## config.mk

```make
export PLATFORM = sky130hd
export DESIGN_NAME = seed_to_key_feistel
export DESIGN_NICKNAME = d
export VERILOG_FILES = /design/src/hw/rtl/stkf_pkg.sv /design/src/hw/rtl/stkf_round.sv /design/src/hw/rtl/seed_to_key_feistel.sv
export SDC_FILE = /design/constraint.sdc
export NUM_CORES = 1
export LEC_CHECK = 0
export ABC_CLOCK_PERIOD_IN_PS = 3200
export BUFFER_PORTS_ARGS = -buffer_cell sky130_fd_sc_hd__buf_2
export CORE_MARGIN = 2
export CORE_UTILIZATION = 50
export DETAILED_ROUTE_END_ITERATION = 8
export PLACE_DENSITY_LB_ADDON = 0.3
export RECOVER_POWER = 25
export SETUP_SLACK_MARGIN = 0.4
export SYNTH_ARGS = -nofsm -noshare
export SYNTH_HDL_FRONTEND = slang
export SYNTH_SLANG_ARGS = --single-unit
export TNS_END_PERCENT = 100
```

## constraint.sdc

```tcl
create_clock -name clk -period 3.2 [get_ports clk]
set_input_delay 0.16 -clock clk [delete_from_list [all_inputs] [get_ports clk]]
set_output_delay 0.16 -clock clk [all_outputs]
set_load 0.005 [all_outputs]
```

## src/hw/rtl/stkf_pkg.sv

```systemverilog
// ----------------------------------------------------------------------------
// stkf_pkg: shared types and constants for the seed-to-key Feistel block
// Round word table, half-word type and the round count default.
// ----------------------------------------------------------------------------
package stkf_pkg;

  localparam int NUM_ROUNDS_DEF = 19;
  localparam int TABLE_WORDS    = 19;
  localparam int TBL_IDX_W      = 5;
  localparam int HALF_W         = 16;
  localparam int SEED_W         = 32;

  typedef logic [HALF_W-1:0] half_t;

  typedef struct packed {
    half_t hi;
    half_t lo;
  } halves_t;

  localparam half_t ROUND_WORDS [TABLE_WORDS] = '{
    16'h107C, 16'h9237, 16'hDC9D, 16'h6422, 16'h7C21, 16'h2033, 16'h5572,
    16'h85BE, 16'hC5AF, 16'h3F16, 16'hA257, 16'h7BCA, 16'h34F9, 16'h7334,
    16'h143F, 16'h51DE, 16'hFD3E, 16'h2EE6, 16'h3EF8
  };

endpackage

```

## src/hw/rtl/stkf_round.sv

```systemverilog
// ----------------------------------------------------------------------------
// stkf_round: one Feistel round
// Computes the round function on the low half and forms the next halves.
// ----------------------------------------------------------------------------
module stkf_round (
  input  stkf_pkg::halves_t cur,
  input  stkf_pkg::half_t   word,
  output stkf_pkg::halves_t nxt
);
  import stkf_pkg::*;

  half_t t;
  half_t t_shl;
  half_t f;
  logic  par;

  always_comb begin
    t     = cur.lo ^ word;
    par   = t[15] ^ t[4] ^ t[2] ^ t[1];
    t_shl = {t[14:0], par};
    // swap bytes, then mix the word back in
    f     = {t_shl[7:0], t_shl[15:8]} ^ word;
    nxt.hi = cur.hi ^ f;
    nxt.lo = cur.hi;
  end

endmodule

```

## src/hw/rtl/seed_to_key_feistel.sv

```systemverilog
// ----------------------------------------------------------------------------
// seed_to_key_feistel: security seed-to-key transform
// Runs a 32-bit seed through NUM_ROUNDS Feistel rounds, one round per cycle.
// ----------------------------------------------------------------------------
// The final round is held while a stalled result still occupies the output
// register. A single round unit is reused for every round, so a new seed is
// taken only after the current key has been written to the output register.
// in_stall is high while a seed is being worked on.
// Reset (rst_n low, synchronous) returns to idle and drops any pending result.
module seed_to_key_feistel #(
  parameter int NUM_ROUNDS = stkf_pkg::NUM_ROUNDS_DEF
) (
  input  logic                        clk,
  input  logic                        rst_n,
  input  logic                        in_valid,
  output logic                        in_stall,
  input  logic [stkf_pkg::SEED_W-1:0] in_seed,
  output logic                        out_valid,
  input  logic                        out_stall,
  output logic [stkf_pkg::SEED_W-1:0] out_key
);
  import stkf_pkg::*;

  localparam int RND_W = (NUM_ROUNDS > 1) ? $clog2(NUM_ROUNDS) : 1;
  localparam logic [RND_W-1:0] LAST_RND = RND_W'(NUM_ROUNDS - 1);

  // sequencer states
  localparam logic ST_IDLE = 1'b0;
  localparam logic ST_RUN  = 1'b1;

  logic             state_r,     state_nxt;
  logic [RND_W-1:0] rnd_r,       rnd_nxt;
  halves_t          data_r,      data_nxt;
  logic             out_valid_r, out_valid_nxt;
  logic [SEED_W-1:0] out_key_r,  out_key_nxt;

  half_t   word;
  halves_t rnd_out;
  logic    in_acc;
  logic    out_free;
  logic    last_rnd;

  // shared round unit, fed from the working halves every cycle
  assign word = ROUND_WORDS[TBL_IDX_W'(rnd_r)];

  stkf_round u_round (
    .cur  (data_r),
    .word (word),
    .nxt  (rnd_out)
  );

  assign in_stall = (state_r == ST_RUN);
  assign in_acc   = in_valid && !in_stall;
  // output register can take a new key if empty or being drained now
  assign out_free = !out_valid_r || !out_stall;
  assign last_rnd = (rnd_r == LAST_RND);

  always_comb begin
    state_nxt     = state_r;
    rnd_nxt       = rnd_r;
    data_nxt      = data_r;
    out_valid_nxt = out_valid_r;
    out_key_nxt   = out_key_r;

    // drop the result once the receiver takes it
    if (out_valid_r && !out_stall) begin
      out_valid_nxt = 1'b0;
    end

    unique case (state_r)
      ST_IDLE: begin
        if (in_acc) begin
          data_nxt  = in_seed;
          rnd_nxt   = '0;
          state_nxt = ST_RUN;
        end
      end
      ST_RUN: begin
        if (!last_rnd) begin
          // advance one round
          data_nxt = rnd_out;
          rnd_nxt  = rnd_r + RND_W'(1);
        end else if (out_free) begin
          // finish: final round goes straight into the output register
          out_key_nxt   = rnd_out;
          out_valid_nxt = 1'b1;
          state_nxt     = ST_IDLE;
        end
        // else hold the last round until the output register frees up
      end
      default: begin
        state_nxt = ST_IDLE;
      end
    endcase
  end

  always_ff @(posedge clk) begin
    if (!rst_n) begin
      state_r     <= ST_IDLE;
      rnd_r       <= '0;
      out_valid_r <= 1'b0;
    end else begin
      state_r     <= state_nxt;
      rnd_r       <= rnd_nxt;
      out_valid_r <= out_valid_nxt;
    end
  end

  always_ff @(posedge clk) begin
    data_r    <= data_nxt;
    out_key_r <= out_key_nxt;
  end

  assign out_valid = out_valid_r;
  assign out_key   = out_key_r;

  // accepted seed starts at round zero
  a_start: assert property (@(posedge clk) disable iff (!rst_n)
    in_acc |=> (state_r == ST_RUN) && (rnd_r == '0))
    else $error("round sequence did not start at round zero");

  // round counter never passes the last round while running
  a_rnd_range: assert property (@(posedge clk) disable iff (!rst_n)
    (state_r == ST_RUN) |-> (rnd_r <= LAST_RND))
    else $error("round counter out of range");

  // a new result only appears at the end of a run
  a_result_src: assert property (@(posedge clk) disable iff (!rst_n)
    $rose(out_valid_r) |-> $past(state_r == ST_RUN) && $past(last_rnd))
    else $error("result produced outside the final round");

  // intermediate rounds never stall
  a_no_early_exit: assert property (@(posedge clk) disable iff (!rst_n)
    (state_r == ST_RUN) && !last_rnd |=> (state_r == ST_RUN))
    else $error("run ended before the last round");

  // no result is overwritten while the receiver stalls
  a_no_overwrite: assert property (@(posedge clk) disable iff (!rst_n)
    out_valid_r && out_stall |=> out_valid_r && $stable(out_key_r))
    else $error("result overwritten under stall");

endmodule

```

==> flow_summary.yaml <==
worst_setup_path:
  worstSetupStartpointType: "flip-flop"
  critPathTopFamily: "XOR/XNOR gates"
  crit_slowest_cell: "xor3_1"
  critical_path_peak_fanout: 5
  worstSetupEndpointType: "flip-flop"
  reg2reg_slack_ns: 0.53
  max_stage_delay_ns: 0.38
  arrival_ns: 2.77
  critPathKind: "flip-flop to flip-flop"
  critPathBufInv: 1
  cp_cell_sequence: "inv_1, ha_1, and2_1, o311ai_4, xor2_2, xnor3_1, xor3_1, mux2_4"
  critPathRequiredTime_ns: 3.30
layout:
  stdcell_count: 481
  nets: 421
  nFillCells: 643
  diodes: 0
  drive_above_1_share: 0.340
  fin_area_um2: 4560
  layout.area.seq_um2: 2070
  multi_input_area_um2: 1650
  areaGrowthSynthToFinish_pct: 20.6
power:
  switching_share: 0.229
  combPwrFrac: 0.168
  power.internal_mw: 1.86
  p_switching_uw: 551
  power_frac_clock: 0.347
  power_density_nw_per_um2: 528
  vdd_drop_max_mv: 0.398
  p_leak_nw: 1.74
  sequentialPowerShare: 0.485
detailed_routing:
  ant_nets: 0
  drt_pass1_iterations: 4
  post_drt_wl_per_cell_um: 15.6
  drc: 0
  avgViaCountPerCell: 5.22
  vias: 2509
  drt-initial-drc-count: 170
  routed_wl_mm: 7.50
grt:
  antenna_found_initial: 0
  grt_use_total: 0.193
  grt_start_max_net_pins: 23
  grt_pass1_wl_mm: 12.5
  grt-ovfl-total: 0
  grt_pass1_vias: 2524
sta:
  finClkSkew_ns: 0.00645
  slew_headroom: 0.568
  finalCritPeriodShare: 0.835
  finalWorstSetupSlack_ns: 0.528
  tightestPinTransition_ns: 0.646
  setup_tns_ns: 0
  clock.fmax_mhz: 374
  setup_viol: 0
  rsz0062_at_grt: "no"
  maxSlewViolCount: 0
  hold_violations: 0
  fin_crit_ns: 2.67
floorplan:
  ios: 70
  die_y_um: 91.0
  fp.dieW_um: 91.0
  die_area_um2: 8280
  start_util: 0.519
  rows: 31
  core-area_um2: 7290
place:
  dp_cells: 462
  port_buffers: 69
  placed_cell_area_um2: 4300
  hpwl_mm: 5.47
  routabilityCongestion: 0.964
  post-place-ws_ns: 0.299
synth:
  synthMuxAreaShare: 0.104
  syn_area_um2: 3780
  synthAdderAreaFrac: 0.0265
  synth_most_common_cell: "edfxtp_1"
  synth-async-reset-ratio: 0
  yosys.area_share.simple: 0.0817
  synth.top_cell.area_share: 0.508
  yosys.area.top_type: "edfxtp_1"
  ys_ff_latch: 71
  yosysUniqueCellTypes: 46
  synth_xor_area_frac: 0.124
  synth_top_family_by_area: "XOR/XNOR gates"
  synth.area.top_cells: "edfxtp_1 51%, mux2_2 9.2%, xnor2_1 7.2%, dfxtp_1 3.7%, xor2_1 3.0%"
  synth-seq-area-share: 0.545
  avgSynthCellArea_um2: 12.7
  synth_nets: 341
  synthFlopType: "edfxtp_1"
  ys_warn_count: 0
  synth_common_cells: "64 x edfxtp_1, 31 x mux2_2, 31 x xnor2_1"
  syn_inst: 297
  synth-edff-count: 64
  synth_compound_area_frac: 0.0939
cts:
  cts_buffer_depth: 2
  clk_latency_ns: 0.34
  cts_hold_buf: 0
  clk_pin_slew_ns: 0.07
  cts.sinks: 71
  cts_tree: "done"
  cts-root-buf: "clkbuf_8"
  cts_buffers: 9
  htree_levels: 3
status:
  status: "finished, final reports clean"
job:
  drv_cap: 0
worst_hold_path:
  worstHoldPathType: "input pin to flip-flop"
==> through the flow <==
step	util	hold WS (ns)	power, mW
2_1_floorplan	-	0.276	1.50
4_1_cts	0.624	0.0865	2.43
5_1_grt	0.626	0.101	2.51
3_3_place_gp	0.590	0.447	1.58
6_report	0.626	0.103	2.41
3_5_place_dp	0.590	0.458	1.59
==> registers in the layout (all words and copies together), names as in the netlist <==
| register | count |
|---|---|
| rnd_r | 5 |
| out_key | 32 |
| out_valid | 1 |
| in_stall | 1 |
| data_r | 32 |
==> placed cells by master (no fill, tap or decap), drive strengths merged, types with 4 or more instances in the layout <==
master,count
mux2,32
nor2b,13
clkbuf,17
xnor2,31
a21oi,16
nand3,5
nor2,10
dfxtp,7
o31ai,4
buf,76
o21ai,15
clkinv,5
inv,6
xor2,14
nand2,16
ha,8
edfxtp,64
==> path summary, 6_finish.rpt <==
path | from | end | cells past startpoint
hold / removal | rst_n | rnd_r[3]$_SDFFE_PN0P_ | 3
setup / recovery | rnd_r[1]$_SDFFE_PN0P_ | data_r[24]$_DFFE_PP_ | 8
hold reg to reg | data_r[21]$_DFFE_PP_ | out_key[5]$_DFFE_PP_ | 0
setup reg to reg | rnd_r[1]$_SDFFE_PN0P_ | data_r[24]$_DFFE_PP_ | 8
==> power groups by stage <==
| stage | logic [mW] | registers [mW] | clock network [mW] |
|---|---|---|---|
| floorplan | 0.323 | 1.17 | 0 |
| global placement | 0.390 | 1.19 | 0 |
| detailed placement | 0.395 | 1.20 | 0 |
| CTS | 0.403 | 1.17 | 0.855 |
| global route | 0.444 | 1.18 | 0.890 |
| finish | 0.403 | 1.17 | 0.836 |
==> worst reg2reg max path: cells and delay by family (launching register included) <==
family | cells | cell delay [ns]
AOI/OAI and AO/OA | 1 | 0.33
xor gates and xnor gates | 3 | 0.85
and+or+nand+nor | 1 | 0.21
DFF | 1 | 0.37
buffers and inverters | 1 | 0.08
adders and majority gates | 1 | 0.34
muxes | 1 | 0.26
==> layout make-up <==
type,count,area share
timing repair buffer,84,0.101
inverter,7,0.00576
clock buffer,9,0.0271
clock inverter,7,0.0244
tap,99,0.0271
multi-input combinational,204,0.361
sequential,71,0.454
==> metal layers <==
metal | track usage | part of all wire | vias up
met5 | 0 | 0 | -
met4 | 0.0821 | 0.023 | 0
met3 | 0.0382 | 0.055 | 12
met2 | 0.305 | 0.47 | 87
met1 | 0.261 | 0.45 | 1176
li1 | - | - | 1234
==> repair_timing <==
item                                    CTS  global route
pin swaps                                 1             0
buffers inserted                          1             2
gates resized for setup                   2             1
endpoints found under the hold margin     0             0
endpoints found under the setup margin    1             1
gates cloned                              0             0
==> kinds of logic after synthesis <==
| group | Yosys count |
|---|---|
| flops | 71 |
| simple gates | 59 |
| compound gates | 54 |
| xor+xnor | 48 |
| mux | 35 |
| buf+inv | 22 |
| fa+ha+maj | 8 |
(Power assumes the default switching activity.)
